## src/sv/skf_pkg.sv

```systemverilog
`timescale 1ns / 1ps

package skf_pkg;

   // Field width of measurement, estimate and noise registers
   localparam int DATA_W = 32;

   // Configuration port geometry: two 32-bit registers at byte offsets 0 and 4
   localparam int CSR_ADDR_W = 3;
   localparam int CSR_DATA_W = 32;

   // Register select codes (byte address bit 2)
   localparam logic REG_PROCESS_NOISE = 1'b0;
   localparam logic REG_MEASURE_NOISE = 1'b1;

   // Sequencer states
   typedef enum logic [2:0] {
      ST_IDLE,
      ST_PRIOR,
      ST_DENOM,
      ST_DIVIDE,
      ST_MUL_EST,
      ST_MUL_COV,
      ST_COMMIT
   } skf_state_type;

   // Commands from controller to datapath
   typedef struct packed {
      logic load;       // latch the accepted measurement
      logic prior;      // form saturated prior and innovation
      logic denom;      // form denominator, seed the divider
      logic div_step;   // one quotient bit of the gain
      logic div_first;  // first quotient bit: compare without shift
      logic mul_est;    // multiply innovation by gain
      logic mul_cov;    // multiply prior by one minus gain, round estimate
      logic commit;     // update state and present the result
   } skf_cmd_type;

   // Status from datapath to controller
   typedef struct packed {
      logic out_busy;   // result register still holds an untaken result
   } skf_status_type;

endpackage

```

## src/sv/skf_if.sv

```systemverilog
`timescale 1ns / 1ps

// Measurement channel
interface skf_req_if;
   logic                                valid;
   logic                                ready;
   logic signed [skf_pkg::DATA_W-1:0]   measurement;

   modport source (output valid, output measurement, input ready);
   modport sink (input valid, input measurement, output ready);
endinterface

// Estimate channel
interface skf_rsp_if;
   logic                                valid;
   logic                                ready;
   logic signed [skf_pkg::DATA_W-1:0]   estimate;

   modport source (output valid, output estimate, input ready);
   modport sink (input valid, input estimate, output ready);
endinterface

```

## src/sv/skf_csr.sv

```systemverilog
`timescale 1ns / 1ps

module skf_csr (
   input  logic                            clock,
   input  logic                            reset,
   input  logic                            psel,
   input  logic                            penable,
   input  logic                            pwrite,
   input  logic [skf_pkg::CSR_ADDR_W-1:0]  paddr,
   input  logic [skf_pkg::CSR_DATA_W-1:0]  pwdata,
   output logic [skf_pkg::CSR_DATA_W-1:0]  prdata,
   output logic                            pready,
   output logic [skf_pkg::DATA_W-1:0]      process_noise,
   output logic [skf_pkg::DATA_W-1:0]      measure_noise
);
   import skf_pkg::*;

   localparam logic [DATA_W-1:0] PROCESS_NOISE_RST = DATA_W'(1180);
   localparam logic [DATA_W-1:0] MEASURE_NOISE_RST = DATA_W'(35520);

   logic [DATA_W-1:0] process_noise_ff, process_noise_in;
   logic [DATA_W-1:0] measure_noise_ff, measure_noise_in;
   logic              wr_en;

   assign wr_en  = psel & penable & pwrite;
   assign pready = 1'b1;

   // Decode register writes on the word select bit
   always_comb begin
      process_noise_in = process_noise_ff;
      measure_noise_in = measure_noise_ff;
      if (wr_en) begin
         case (paddr[2])
            REG_PROCESS_NOISE: process_noise_in = pwdata;
            REG_MEASURE_NOISE: measure_noise_in = pwdata;
            default: ;
         endcase
      end
   end

   always_ff @(posedge clock) begin
      if (reset) begin
         process_noise_ff <= PROCESS_NOISE_RST;
         measure_noise_ff <= MEASURE_NOISE_RST;
      end else begin
         process_noise_ff <= process_noise_in;
         measure_noise_ff <= measure_noise_in;
      end
   end

   // Read back
   always_comb begin
      case (paddr[2])
         REG_PROCESS_NOISE: prdata = process_noise_ff;
         REG_MEASURE_NOISE: prdata = measure_noise_ff;
         default:           prdata = '0;
      endcase
   end

   assign process_noise = process_noise_ff;
   assign measure_noise = measure_noise_ff;

endmodule

```

## src/sv/skf_ctrl.sv

```systemverilog
`timescale 1ns / 1ps

module skf_ctrl #(
   parameter int FRAC_BITS = 16
) (
   input  logic                    clock,
   input  logic                    reset,
   input  logic                    req_valid,
   output logic                    req_ready,
   input  skf_pkg::skf_status_type status,
   output skf_pkg::skf_cmd_type    cmd
);
   import skf_pkg::*;

   // Divider produces FRAC_BITS+1 quotient bits, counted down to zero
   localparam int CNT_W = $clog2(FRAC_BITS + 1);
   localparam logic [CNT_W-1:0] CNT_START = CNT_W'(FRAC_BITS);

   skf_state_type    state_ff, state_in;
   logic [CNT_W-1:0] cnt_ff, cnt_in;

   // Next state and quotient bit counter
   always_comb begin
      state_in = state_ff;
      cnt_in   = cnt_ff;
      case (state_ff)
         ST_IDLE: begin
            if (req_valid) state_in = ST_PRIOR;
         end
         ST_PRIOR: begin
            state_in = ST_DENOM;
         end
         ST_DENOM: begin
            state_in = ST_DIVIDE;
            cnt_in   = CNT_START;
         end
         ST_DIVIDE: begin
            if (cnt_ff == '0) begin
               state_in = ST_MUL_EST;
            end else begin
               cnt_in = cnt_ff - CNT_W'(1);
            end
         end
         ST_MUL_EST: begin
            state_in = ST_MUL_COV;
         end
         ST_MUL_COV: begin
            state_in = ST_COMMIT;
         end
         ST_COMMIT: begin
            // hold until the result register is free
            if (!status.out_busy) state_in = ST_IDLE;
         end
         default: begin
            state_in = ST_IDLE;
         end
      endcase
   end

   always_ff @(posedge clock) begin
      if (reset) begin
         state_ff <= ST_IDLE;
         cnt_ff   <= '0;
      end else begin
         state_ff <= state_in;
         cnt_ff   <= cnt_in;
      end
   end

   // Datapath commands
   always_comb begin
      cmd       = '0;
      req_ready = 1'b0;
      case (state_ff)
         ST_IDLE: begin
            req_ready = 1'b1;
            cmd.load  = req_valid;
         end
         ST_PRIOR:   cmd.prior = 1'b1;
         ST_DENOM:   cmd.denom = 1'b1;
         ST_DIVIDE: begin
            cmd.div_step  = 1'b1;
            cmd.div_first = (cnt_ff == CNT_START);
         end
         ST_MUL_EST: cmd.mul_est = 1'b1;
         ST_MUL_COV: cmd.mul_cov = 1'b1;
         ST_COMMIT:  cmd.commit  = !status.out_busy;
         default: ;
      endcase
   end

endmodule

```

## src/sv/skf_datapath.sv

```systemverilog
`timescale 1ns / 1ps

module skf_datapath #(
   parameter int FRAC_BITS = 16
) (
   input  logic                               clock,
   input  logic                               reset,
   input  skf_pkg::skf_cmd_type               cmd,
   output skf_pkg::skf_status_type            status,
   input  logic signed [skf_pkg::DATA_W-1:0]  measurement,
   input  logic [skf_pkg::DATA_W-1:0]         process_noise,
   input  logic [skf_pkg::DATA_W-1:0]         measure_noise,
   output logic                               rsp_valid,
   input  logic                               rsp_ready,
   output logic signed [skf_pkg::DATA_W-1:0]  estimate
);
   import skf_pkg::*;

   localparam int GAIN_W = FRAC_BITS + 1;             // gain 0 .. 1.0 inclusive
   localparam int MB_W   = GAIN_W + 1;                // signed multiplier operand b
   localparam int MA_W   = DATA_W + 1;                // signed multiplier operand a
   localparam int PROD_W = MA_W + MB_W;
   localparam int CORR_W = PROD_W - FRAC_BITS;
   localparam int DEN_W  = DATA_W + 1;
   localparam int REM_W  = DATA_W + 2;
   localparam logic [GAIN_W-1:0] GAIN_ONE   = {1'b1, {FRAC_BITS{1'b0}}};
   localparam logic [PROD_W-1:0] ROUND_HALF = PROD_W'(1) << (FRAC_BITS - 1);
   localparam logic [DATA_W-1:0] EST_MAX    = {1'b0, {(DATA_W-1){1'b1}}};
   localparam logic [DATA_W-1:0] EST_MIN    = {1'b1, {(DATA_W-1){1'b0}}};

   logic signed [DATA_W-1:0] meas_ff, meas_in;
   logic signed [DATA_W-1:0] est_ff, est_in;
   logic [DATA_W-1:0]        cov_ff, cov_in;
   logic [DATA_W-1:0]        prior_ff, prior_in;
   logic signed [MA_W-1:0]   diff_ff, diff_in;
   logic [DEN_W-1:0]         denom_ff, denom_in;
   logic                     dzero_ff, dzero_in;
   logic [REM_W-1:0]         rem_ff, rem_in;
   logic [GAIN_W-1:0]        gain_ff, gain_in;
   logic signed [PROD_W-1:0] prod_ff, prod_in;
   logic signed [DATA_W-1:0] next_est_ff, next_est_in;
   logic                     rsp_valid_ff, rsp_valid_in;

   logic [DATA_W:0]          prior_sum;
   logic [REM_W-1:0]         trial;
   logic                     trial_ge;
   logic signed [MA_W-1:0]   mul_a;
   logic signed [MB_W-1:0]   mul_b;
   logic signed [PROD_W-1:0] rounded;
   logic signed [CORR_W-1:0] corr;
   logic signed [CORR_W-1:0] est_sum;
   logic [GAIN_W-1:0]        one_minus_gain;

   // Prior: covariance plus process noise, clamped to full scale
   assign prior_sum = {1'b0, cov_ff} + {1'b0, process_noise};

   // Restoring divider: first bit compares unshifted, later bits shift in a zero
   assign trial    = cmd.div_first ? rem_ff : {rem_ff[REM_W-2:0], 1'b0};
   assign trial_ge = (trial >= {1'b0, denom_ff});

   // Shared multiplier operands
   assign one_minus_gain = GAIN_ONE - gain_ff;
   always_comb begin
      if (cmd.mul_cov) begin
         mul_a = {1'b0, prior_ff};
         mul_b = {1'b0, one_minus_gain};
      end else begin
         mul_a = diff_ff;
         mul_b = {1'b0, gain_ff};
      end
   end

   // Round correction to nearest, ties up, then add and saturate
   assign rounded = prod_ff + ROUND_HALF;
   assign corr    = rounded[PROD_W-1:FRAC_BITS];
   assign est_sum = {{(CORR_W-DATA_W){est_ff[DATA_W-1]}}, est_ff} + corr;

   always_comb begin
      meas_in      = meas_ff;
      est_in       = est_ff;
      cov_in       = cov_ff;
      prior_in     = prior_ff;
      diff_in      = diff_ff;
      denom_in     = denom_ff;
      dzero_in     = dzero_ff;
      rem_in       = rem_ff;
      gain_in      = gain_ff;
      prod_in      = prod_ff;
      next_est_in  = next_est_ff;
      rsp_valid_in = rsp_valid_ff & ~rsp_ready;

      if (cmd.load) meas_in = measurement;

      if (cmd.prior) begin
         prior_in = prior_sum[DATA_W] ? '1 : prior_sum[DATA_W-1:0];
         diff_in  = {meas_ff[DATA_W-1], meas_ff} - {est_ff[DATA_W-1], est_ff};
      end

      if (cmd.denom) begin
         denom_in = {1'b0, prior_ff} + {1'b0, measure_noise};
         dzero_in = (prior_ff == '0) && (measure_noise == '0);
         rem_in   = {2'b00, prior_ff};
         gain_in  = '0;
      end

      // zero denominator forces a zero gain
      if (cmd.div_step) begin
         rem_in  = trial_ge ? (trial - {1'b0, denom_ff}) : trial;
         gain_in = {gain_ff[GAIN_W-2:0], trial_ge & ~dzero_ff};
      end

      if (cmd.mul_est || cmd.mul_cov) prod_in = mul_a * mul_b;

      if (cmd.mul_cov) begin
         if (est_sum[CORR_W-1:DATA_W-1] == {(CORR_W-DATA_W+1){est_sum[CORR_W-1]}}) begin
            next_est_in = est_sum[DATA_W-1:0];
         end else begin
            next_est_in = est_sum[CORR_W-1] ? EST_MIN : EST_MAX;
         end
      end

      // Commit state and present the new estimate
      if (cmd.commit) begin
         cov_in       = prod_ff[FRAC_BITS+DATA_W-1:FRAC_BITS];
         est_in       = next_est_ff;
         rsp_valid_in = 1'b1;
      end
   end

   always_ff @(posedge clock) begin
      if (reset) begin
         est_ff       <= '0;
         cov_ff       <= '0;
         rsp_valid_ff <= 1'b0;
      end else begin
         est_ff       <= est_in;
         cov_ff       <= cov_in;
         rsp_valid_ff <= rsp_valid_in;
      end
   end

   always_ff @(posedge clock) begin
      meas_ff     <= meas_in;
      prior_ff    <= prior_in;
      diff_ff     <= diff_in;
      denom_ff    <= denom_in;
      dzero_ff    <= dzero_in;
      rem_ff      <= rem_in;
      gain_ff     <= gain_in;
      prod_ff     <= prod_in;
      next_est_ff <= next_est_in;
   end

   // est_ff only changes at commit, which waits for the result register to drain
   assign status.out_busy = rsp_valid_ff & ~rsp_ready;
   assign rsp_valid       = rsp_valid_ff;
   assign estimate        = est_ff;

endmodule

```

## src/sv/scalar_kalman_filter.sv

```systemverilog
// One-dimensional Kalman filter on signed Q16.16 samples (FRAC_BITS fraction bits).
// Each measurement transfer yields exactly one estimate transfer. Items are
// processed one at a time: an accepted measurement keeps the block busy through
// the prior, denominator, divide, multiply and commit states. The busy time
// is set by the restoring divider for the gain, which retires one quotient bit
// per cycle, FRAC_BITS + 1 bits in all, plus one shared multiplier used twice.
// The estimate sits in an output register, so a new measurement is taken while
// the previous result waits; the next result is held back only until that one
// is taken. Registers: process_noise at byte 0x0, measure_noise at 0x4, written
// with APB-style setup and access cycles; the user must write them only while
// the block is idle, and the block does not enforce this; pready is tied high.
`timescale 1ns / 1ps

module scalar_kalman_filter #(
   parameter int FRAC_BITS = 16
) (
   input  logic                            clock,
   input  logic                            reset,
   skf_req_if.sink                         req_ch,
   skf_rsp_if.source                       rsp_ch,
   input  logic                            psel,
   input  logic                            penable,
   input  logic                            pwrite,
   input  logic [skf_pkg::CSR_ADDR_W-1:0]  paddr,
   input  logic [skf_pkg::CSR_DATA_W-1:0]  pwdata,
   output logic [skf_pkg::CSR_DATA_W-1:0]  prdata,
   output logic                            pready
);
   import skf_pkg::*;

   skf_cmd_type       cmd;
   skf_status_type    status;
   logic [DATA_W-1:0] process_noise;
   logic [DATA_W-1:0] measure_noise;

   skf_csr u_csr (
      .clock         (clock),
      .reset         (reset),
      .psel          (psel),
      .penable       (penable),
      .pwrite        (pwrite),
      .paddr         (paddr),
      .pwdata        (pwdata),
      .prdata        (prdata),
      .pready        (pready),
      .process_noise (process_noise),
      .measure_noise (measure_noise)
   );

   skf_ctrl #(
      .FRAC_BITS (FRAC_BITS)
   ) u_ctrl (
      .clock     (clock),
      .reset     (reset),
      .req_valid (req_ch.valid),
      .req_ready (req_ch.ready),
      .status    (status),
      .cmd       (cmd)
   );

   skf_datapath #(
      .FRAC_BITS (FRAC_BITS)
   ) u_datapath (
      .clock         (clock),
      .reset         (reset),
      .cmd           (cmd),
      .status        (status),
      .measurement   (req_ch.measurement),
      .process_noise (process_noise),
      .measure_noise (measure_noise),
      .rsp_valid     (rsp_ch.valid),
      .rsp_ready     (rsp_ch.ready),
      .estimate      (rsp_ch.estimate)
   );

endmodule

```

## src/flat_wrapper.sv

```systemverilog
// flat-port wrapper written by rule: the top's interface ports become plain ports
module scalar_kalman_filter_flat import skf_pkg::*;
#(
   parameter int FRAC_BITS = 16
)
  (clock, reset, psel, penable, pwrite, paddr, pwdata, prdata, pready, req_ch_valid, req_ch_measurement, req_ch_ready, rsp_ch_valid, rsp_ch_estimate, rsp_ch_ready);
  skf_req_if req_ch_i ();
  skf_rsp_if rsp_ch_i ();
  input  logic clock;
  input  logic reset;
  input  logic psel;
  input  logic penable;
  input  logic pwrite;
  input  logic [skf_pkg::CSR_ADDR_W-1:0] paddr;
  input  logic [skf_pkg::CSR_DATA_W-1:0] pwdata;
  output logic [skf_pkg::CSR_DATA_W-1:0] prdata;
  output logic pready;
  input wire logic [$bits(req_ch_i.valid)-1:0] req_ch_valid;
  input wire logic [$bits(req_ch_i.measurement)-1:0] req_ch_measurement;
  output wire logic [$bits(req_ch_i.ready)-1:0] req_ch_ready;
  output wire logic [$bits(rsp_ch_i.valid)-1:0] rsp_ch_valid;
  output wire logic [$bits(rsp_ch_i.estimate)-1:0] rsp_ch_estimate;
  input wire logic [$bits(rsp_ch_i.ready)-1:0] rsp_ch_ready;
  assign req_ch_i.valid = req_ch_valid;
  assign req_ch_i.measurement = req_ch_measurement;
  assign req_ch_ready = req_ch_i.ready;
  assign rsp_ch_valid = rsp_ch_i.valid;
  assign rsp_ch_estimate = rsp_ch_i.estimate;
  assign rsp_ch_i.ready = rsp_ch_ready;
  scalar_kalman_filter #(.FRAC_BITS(FRAC_BITS)) u_core (.clock(clock), .reset(reset), .req_ch(req_ch_i), .rsp_ch(rsp_ch_i), .psel(psel), .penable(penable), .pwrite(pwrite), .paddr(paddr), .pwdata(pwdata), .prdata(prdata), .pready(pready));
endmodule
```

## config.mk

```make
export PLATFORM = sky130hd
export DESIGN_NAME = scalar_kalman_filter_flat
export DESIGN_NICKNAME = d
export VERILOG_FILES = /design/src/sv/skf_pkg.sv /design/src/sv/skf_if.sv /design/src/sv/skf_csr.sv /design/src/sv/skf_ctrl.sv /design/src/sv/skf_datapath.sv /design/src/sv/scalar_kalman_filter.sv /design/src/flat_wrapper.sv
export SDC_FILE = /design/constraint.sdc
export NUM_CORES = 2
export LEC_CHECK = 0
export ABC_AREA = 1
export BUFFER_PORTS_ARGS = -buffer_cell sky130_fd_sc_hd__buf_2
export CAP_MARGIN = 5
export CORE_MARGIN = 5
export CORE_UTILIZATION = 25
export CTS_CLUSTER_DIAMETER = 100
export DETAILED_ROUTE_END_ITERATION = 16
export PLACE_DENSITY = 0.46
export RECOVER_POWER = 100
export SLEW_MARGIN = 15
export SYNTH_ARGS = -nofsm -noshare
export SYNTH_HDL_FRONTEND = slang
export SYNTH_SLANG_ARGS = --single-unit
```

## constraint.sdc

```tcl
create_clock -name clock -period 8.82 [get_ports clock]
set_input_delay 1.764 -clock clock [delete_from_list [all_inputs] [get_ports clock]]
set_output_delay 1.764 -clock clock [all_outputs]
set_load 0.02 [all_outputs]
```

# Yosys cells after proc, flatten, opt, wreduce, memory -nomap -nowiden
# Cells that the tools add are included.
# op_classes
addsub	8
mul	1
div	0
n_lt_le_gt_ge	1
eq_ne	12
shifts	0
n_mux	26
bitwise_logic	7
n_reduce_logical	13
# op_table
operator	n
$mux W34	4
$add A32 B32 Y33	2
$logic_not A32 Y1	2
$mux W32	2
$pmux W32 S2	1
$add A51 B16 Y51 const B	1
$mul A33 B18 Y51	1
$mux W17	3
$add A35 B35 Y35	1
$ge A34 B33 Y1	1
$sub A34 B33 Y34	1
$mux W33	1
$sub A32 B32 Y33	1
$pmux W3 S7	1
$sub A17 B17 Y17 const A	1
$pmux W5 S2	1
$eq A3 B3 Y1 const B	3
$mux W3	3
$mux W1	8
$ne A2 B2 Y1 const B	4
$eq A3 B2 Y1 const B	2
$reduce_and A2 Y1	3
$eq A5 B5 Y1 const B	1
$logic_not A5 Y1	1
13 further kinds	19
# word_totals
reg_bits	402
latch_bits	0
ram_bits	0
mem_bits_ro	0
out_inout_bits	67
wordCells	84
memories	0

# Depth between registers and ports, before layout
# logic_depth
depth_word	6
depth_mapped	39
mapped_depth_nobuf	38

# Hierarchy
# A second synthesis with hierarchy kept.
# unflattened
cells_unflattened	6111
hier_area_um2	46622.2
# by_module_without_submodules
mod	n_inst	cells_each	area_each_um2
skf_datapath	1	5551	42996.2
skf_csr	1	480	3056.7
skf_ctrl	1	80	569.3

# Worst setup path after synthesis
# No wires, ideal clock.
# synth_path
path_type	reg-to-reg
from	register u_core.u_ctrl.state_ff[0]
to	register u_core.u_datapath.prod_ff[39], data pin
arrival_ps	6634
required_ps	8568
setup_slack_ps	1934
path_stages_with_launch	28
path_buffers	2
synth_period_minus_slack_ps	6886
path_cell_list	dfxtp_1 -> nand2_1 -> nor2_2 -> buf_2 -> nand3_1 -> nand2_1 -> clkbuf_1 -> nand2_1 -> fa_1 -> fa_1 -> fa_1 -> inv_1 -> fa_1 -> fa_1 -> inv_1 -> fa_1 -> inv_1 -> ha_1 -> nand2_1 -> nor2_1 -> inv_1 -> nor2_1 -> and3_1 -> a21oi_1 -> o21ai_0 -> nand2_1 -> nand3_1 -> nand2_1
# synth_via
elab_chain_len	4
word_cells_on_any_way	5
classes_between	1 x mul; 1 x eq/ne; 3 x mux
# synth_rtl
element	line	rtl
start: declaration	skf_ctrl.sv:19	skf_state_type state_ff, state_in;
start signal: assignment	skf_ctrl.sv:65	state_ff <= state_in;
$eq A3 B3 Y1 *	skf_ctrl.sv:74	case (state_ff)
$mux W1 *	skf_ctrl.sv:74	
$mux W33 / $mux W17 (equally long branches)	skf_datapath.sv:64	if (cmd.mul_cov) begin
$mul A33 B18 Y51 *	skf_datapath.sv:112	if (cmd.mul_est || cmd.mul_cov) prod_in = mul_a * mul_b;
end signal: assignment	skf_datapath.sv:150	prod_ff <= prod_in;
end: declaration	skf_datapath.sv:40	logic signed [PROD_W-1:0] prod_ff, prod_in;
# Every way passes the cells marked *; elsewhere a longest branch is shown, timed or not.
# A chain may end at the register's enable or synchronous reset.

# Worst setup path in the final report
# layout_path
from	register u_core.u_ctrl.state_ff[1]
to	register u_core.u_datapath.prod_ff[44], data pin
# Same word-level chain as after synthesis.

==> flow_summary.html <==
<table>
<tr><th>Metric</th><th>Value</th></tr>
<tr><th colspan="2">Run status</th></tr>
<tr><td>Run status</td><td>finished with violations</td></tr>
<tr><td>Violations in the final reports</td><td>max-capacitance violations, max-slew violations</td></tr>
<tr><th colspan="2">Clocking</th></tr>
<tr><td>Clock Tree Root</td><td>sky130_fd_sc_hd__clkbuf_16</td></tr>
<tr><td>Clock-pin slew on the worst setup and hold paths</td><td>0.07 ns</td></tr>
<tr><td>Number of buffers on the longest clock path</td><td>3</td></tr>
<tr><td>Buffers inserted during post-CTS setup optimization</td><td>0</td></tr>
<tr><td>Inserted Clock Buffers</td><td>between 40 and 50</td></tr>
<tr><td>Hold-fix buffers, CTS</td><td>0</td></tr>
<tr><td># resized after CTS</td><td>0</td></tr>
<tr><td>Number of H-tree levels</td><td>2</td></tr>
<tr><td>Clock sink count</td><td>387</td></tr>
<tr><td>Insertion delay to the later sink of the worst-skew pair</td><td>0.61 ns</td></tr>
<tr><td>Clock tree from TritonCTS</td><td>yes</td></tr>
<tr><th colspan="2">Timing</th></tr>
<tr><td>Worst clock skew on the final layout</td><td>between 0.03 and 0.04 ns</td></tr>
<tr><td>Tightest slew margin relative to the limit</td><td>-163%</td></tr>
<tr><td>Number of max-slew violations in the final report</td><td>approximately 630</td></tr>
<tr><td>Setup repair after global routing missed its margin</td><td>false</td></tr>
<tr><td>Final worst-path cycle share</td><td>92.8%</td></tr>
<tr><td>Tightest hold margin</td><td>0.492 ns</td></tr>
<tr><td>Actual slew at the worst max-slew pin</td><td>about 4 ns</td></tr>
<tr><td>Tmin final</td><td>just over 8 ns</td></tr>
<tr><td>Finish-stage setup viols</td><td>0</td></tr>
<tr><td>Fin Setup TNS</td><td>0 ns</td></tr>
<tr><td>Max Fclk</td><td>122 MHz</td></tr>
<tr><td>Fin. Hold Viols</td><td>0</td></tr>
<tr><th colspan="2">Logic synthesis</th></tr>
<tr><td>Top-count cell post-synth</td><td>sky130_fd_sc_hd__nand2_1</td></tr>
<tr><td>Number of warnings reported in the yosys synthesis log</td><td>0</td></tr>
<tr><td>Largest cells by area after synthesis</td><td>sky130_fd_sc_hd__fa_1 (24%), sky130_fd_sc_hd__edfxtp_1 (16%), sky130_fd_sc_hd__nand2_1 (11%), sky130_fd_sc_hd__inv_1 (9.5%), sky130_fd_sc_hd__ha_1 (7.7%)</td></tr>
<tr><td>Post-synth ARST share</td><td>0%</td></tr>
<tr><td>Top cell types by occurrence after synthesis</td><td>sky130_fd_sc_hd__nand2_1 (1404), sky130_fd_sc_hd__inv_1 (1160), sky130_fd_sc_hd__nor2_1 (689), sky130_fd_sc_hd__fa_1 (539), sky130_fd_sc_hd__o21ai_0 (286)</td></tr>
<tr><td>Fraction of synthesized cell area taken by the top area cell type</td><td>23.5%</td></tr>
<tr><td>Cell area after technology mapping</td><td>45900 um2</td></tr>
<tr><td>Main synth FF type</td><td>sky130_fd_sc_hd__edfxtp_1</td></tr>
<tr><td>Part of the Yosys area used for sequential elements</td><td>approximately 22%</td></tr>
<tr><td>Number of register bits inferred by synthesis</td><td>387</td></tr>
<tr><td>Number of distinct standard cells referenced by the synthesized netlist</td><td>50</td></tr>
<tr><td>Number of enable flip-flop cells after synthesis</td><td>250</td></tr>
<tr><td>Cells after synthesis</td><td>6020</td></tr>
<tr><td>Library cell occupying the most area in the post-synthesis netlist</td><td>sky130_fd_sc_hd__fa_1</td></tr>
<tr><td>Average cell area after synthesis</td><td>7.62 um2</td></tr>
<tr><td>Syn nets</td><td>6917</td></tr>
<tr><th colspan="2">Global route</th></tr>
<tr><td>Total routing resource utilization after global routing</td><td>roughly 17%</td></tr>
<tr><td>Pin count of the biggest net entering global routing</td><td>77</td></tr>
<tr><td>First-pass GRT wire length</td><td>around 260000 um</td></tr>
<tr><td>Global route total overflow</td><td>0</td></tr>
<tr><td>Number of antenna violations at the first check in global routing</td><td>8</td></tr>
<tr><td>Via count of the first global-routing pass</td><td>about 40000</td></tr>
<tr><th colspan="2">Detailed routing</th></tr>
<tr><td>Vias per std cell</td><td>4.56</td></tr>
<tr><td>Routed Wire Length</td><td>170000 um</td></tr>
<tr><td>Remaining design rule violation count</td><td>0</td></tr>
<tr><td>First-iteration detailed-routing DRC count</td><td>about 2800</td></tr>
<tr><td>DRT Pass-1 Iters</td><td>6</td></tr>
<tr><td>Detailed-route via count</td><td>approximately 40000</td></tr>
<tr><td>Count of antenna-violating nets left after detailed routing</td><td>0</td></tr>
<tr><td>Average wire per cell in the routed design</td><td>19.7 um</td></tr>
<tr><th colspan="2">Critical path</th></tr>
<tr><td>CP Data Required Time</td><td>just over 9 ns</td></tr>
<tr><td>Cell with the largest stage delay on the worst path</td><td>sky130_fd_sc_hd__o21ai_1</td></tr>
<tr><td>Worst-path maximum fanout</td><td>36</td></tr>
<tr><td>Family with the most delay on the worst path</td><td>adder cells</td></tr>
<tr><td>Nature of the critical path endpoint</td><td>flip-flop</td></tr>
<tr><td>Reg2reg setup slack</td><td>0.63 ns</td></tr>
<tr><td>Startpoint of the lowest-slack register-to-register path</td><td>u_core.u_ctrl.state_ff[1]</td></tr>
<tr><td>Critical path launch point type</td><td>flip-flop</td></tr>
<tr><td>Register-to-Register Path Depth</td><td>27</td></tr>
<tr><td>Arr. time, crit path</td><td>between 8 and 9 ns</td></tr>
<tr><td>Worst reg2reg path endpoint</td><td>u_core.u_datapath.prod_ff[44]</td></tr>
<tr><td>Max incr delay on CP</td><td>between 0.6 and 0.7 ns</td></tr>
<tr><td>Class of the most critical setup path</td><td>reg -&gt; reg</td></tr>
<tr><td>Buffers and inverters on the worst path</td><td>7</td></tr>
<tr><th colspan="2">Hold path</th></tr>
<tr><td>Worst Hold Class</td><td>reg -&gt; reg</td></tr>
<tr><td>Hold Path Cell Cnt</td><td>2</td></tr>
<tr><td>Hold worst-path end</td><td>u_core.u_datapath.estimate[0]</td></tr>
<tr><td>Worst hold path startpoint</td><td>u_core.u_datapath.next_est_ff[0]</td></tr>
<tr><th colspan="2">Placement</th></tr>
<tr><td>Port Buffers</td><td>137</td></tr>
<tr><td>Area post-placement</td><td>49700 um2</td></tr>
<tr><td>Routability congestion estimate</td><td>between 0.9 and 1</td></tr>
<tr><td>Total instance count after detailed placement</td><td>roughly 8500</td></tr>
<tr><td>Half-perimeter wire length after placement</td><td>between 100000 and 150000 um</td></tr>
<tr><th colspan="2">Floorplan</th></tr>
<tr><td>Die height</td><td>roughly 440 um</td></tr>
<tr><td>Area of the die</td><td>between 150000 and 200000 um2</td></tr>
<tr><td>Core region area</td><td>around 180000 um2</td></tr>
<tr><td>Total number of placement rows</td><td>157</td></tr>
<tr><td>Initial core utilization</td><td>around a quarter</td></tr>
<tr><td>Number of top-level design ports</td><td>141</td></tr>
<tr><td>Chip width</td><td>438 um</td></tr>
<tr><th colspan="2">Cells and area</th></tr>
<tr><td>Fillers</td><td>approximately 20000</td></tr>
<tr><td>Reg area</td><td>roughly 10000 um2</td></tr>
<tr><td>Total non-filler cell area in the finished layout</td><td>approximately 50000 um2</td></tr>
<tr><td>Final instance count without filler cells</td><td>approximately 8600</td></tr>
<tr><td>Share of post-route cells with drive strength above 1</td><td>4.61%</td></tr>
<tr><td>Area used by multi-input combinational logic</td><td>30500 um2</td></tr>
<tr><td>Net count, final</td><td>7021</td></tr>
<tr><td>Signed area change from the synthesized netlist to the final layout</td><td>11.5%</td></tr>
<tr><th colspan="2">Run</th></tr>
<tr><td>Count of maximum capacitance violations</td><td>14</td></tr>
</table>
==> kinds of logic (layout without fill, tap and decap cells) <==
logic type / Yosys count / in the layout / synth area share (%)
xor gates and xnor gates: 189 / 189 / 3.62
and+or+nand+nor: 2541 / 2541 / 22.6
adders and majority gates: 823 / 823 / 31.2
DFF: 387 / 387 / 22.3
other: 1 / 8 / 0.00817
muxes: 1 / 1 / 0.0245
AOI/OAI and AO/OA: 739 / 739 / 8.95
buffers and inverters: 1339 / 1480 / 11.2
==> tightest hold or removal path: stages (launching register included) <==
cell and delay (ns):
sky130_fd_sc_hd__edfxtp_1 0.32, sky130_fd_sc_hd__nor2_1 0.04, sky130_fd_sc_hd__nor2_1 0.09
==> metrics by stage <==
step	setup WS, ns	utilization [%]
final	0.631	28.0
after global routing	0.177	28.0
after CTS	0.777	28.1
after detailed placement	0.800	27.2
after global placement	0.831	27.2
after floorplan	1.93	-
==> per-layer routing <==
layer | up-vias | share of wire, % | wire length (um) | GRT usage [%]
li1 | 18900 | - | - | -
met4 | 0 | 3.6 | 6060 | 5.66
met3 | 189 | 4.2 | 7190 | 1.61
met1 | 19400 | 46 | 77500 | 24.0
met5 | - | 0 | 0 | 0
met2 | 884 | 47 | 79200 | 29.0
==> final cells by class <==
cell class              instances  area share [%]
diodes                          7          0.0342
clock buffers                  64            2.69
clock inverters                21           0.494
inverters                    1177            8.64
multi-input cells            4294            59.7
flip-flops and latches        387            20.0
well taps                    2464            6.03
repair buffers                218            2.42
==> sequential cells by signal, indices dropped and copies added, names as in the netlist <==
| name | cells |
|---|---|
| u_core.u_datapath.prod_ff | 36 |
| u_core.u_datapath.rem_ff | 34 |
| u_core.u_datapath.denom_ff | 33 |
| u_core.u_datapath.diff_ff | 33 |
| u_core.u_csr.measure_noise | 32 |
| u_core.u_csr.process_noise | 32 |
| u_core.u_datapath.cov_ff | 32 |
| u_core.u_datapath.estimate | 32 |
| u_core.u_datapath.meas_ff | 32 |
| u_core.u_datapath.next_est_ff | 32 |
| u_core.u_datapath.prior_ff | 32 |
| u_core.u_datapath.gain_ff | 17 |
| u_core.u_ctrl.cnt_ff | 5 |
| u_core.u_ctrl.state_ff | 3 |
| u_core.u_datapath.dzero_ff | 1 |
| u_core.u_datapath.rsp_valid | 1 |
==> layout by cell type, fill, tap and decap left out, drive strengths merged, types with 5 or more instances in the layout <==
master,netlist,layout
buf,80,135
nor4,28,28
o211ai,7,7
a221oi,7,7
nor3,58,58
a31oi,22,22
dfxtp,137,137
fa,539,539
a21oi,276,276
diode,0,7
a21boi,8,8
clkinv,8,18
and3,6,6
bufinv,0,5
nand3b,37,37
nand2,1408,1408
nand3,232,232
ha,284,284
or2,36,36
o21ai,318,318
inv,1169,1171
xor2,123,123
xnor2,66,66
o21bai,41,41
clkbuf,82,147
nand4,39,39
edfxtp,250,250
nor2,694,694
a21o,34,34
o21a,12,12
==> how the worst max path moves through the flow <==
stage	start	slack [ns]	endpoint	cells past startpoint
2_1_floorplan	u_core.u_ctrl.state_ff[0]	1.93	u_core.u_datapath.prod_ff[39]	27
3_3_place_gp	u_core.u_datapath.gain_ff[0]	0.83	u_core.u_datapath.prod_ff[44]	32
3_5_place_dp	u_core.u_datapath.gain_ff[0]	0.80	u_core.u_datapath.prod_ff[48]	30
4_1_cts	u_core.u_ctrl.state_ff[2]	0.78	u_core.u_datapath.prod_ff[44]	26
5_1_grt	u_core.u_ctrl.state_ff[1]	0.18	u_core.u_datapath.prod_ff[42]	25
6_report	u_core.u_ctrl.state_ff[1]	0.63	u_core.u_datapath.prod_ff[44]	27
Power is left out: the tool's default activity adds up to more than one toggle a clock period on the data nets, which glitch-free logic cannot reach.
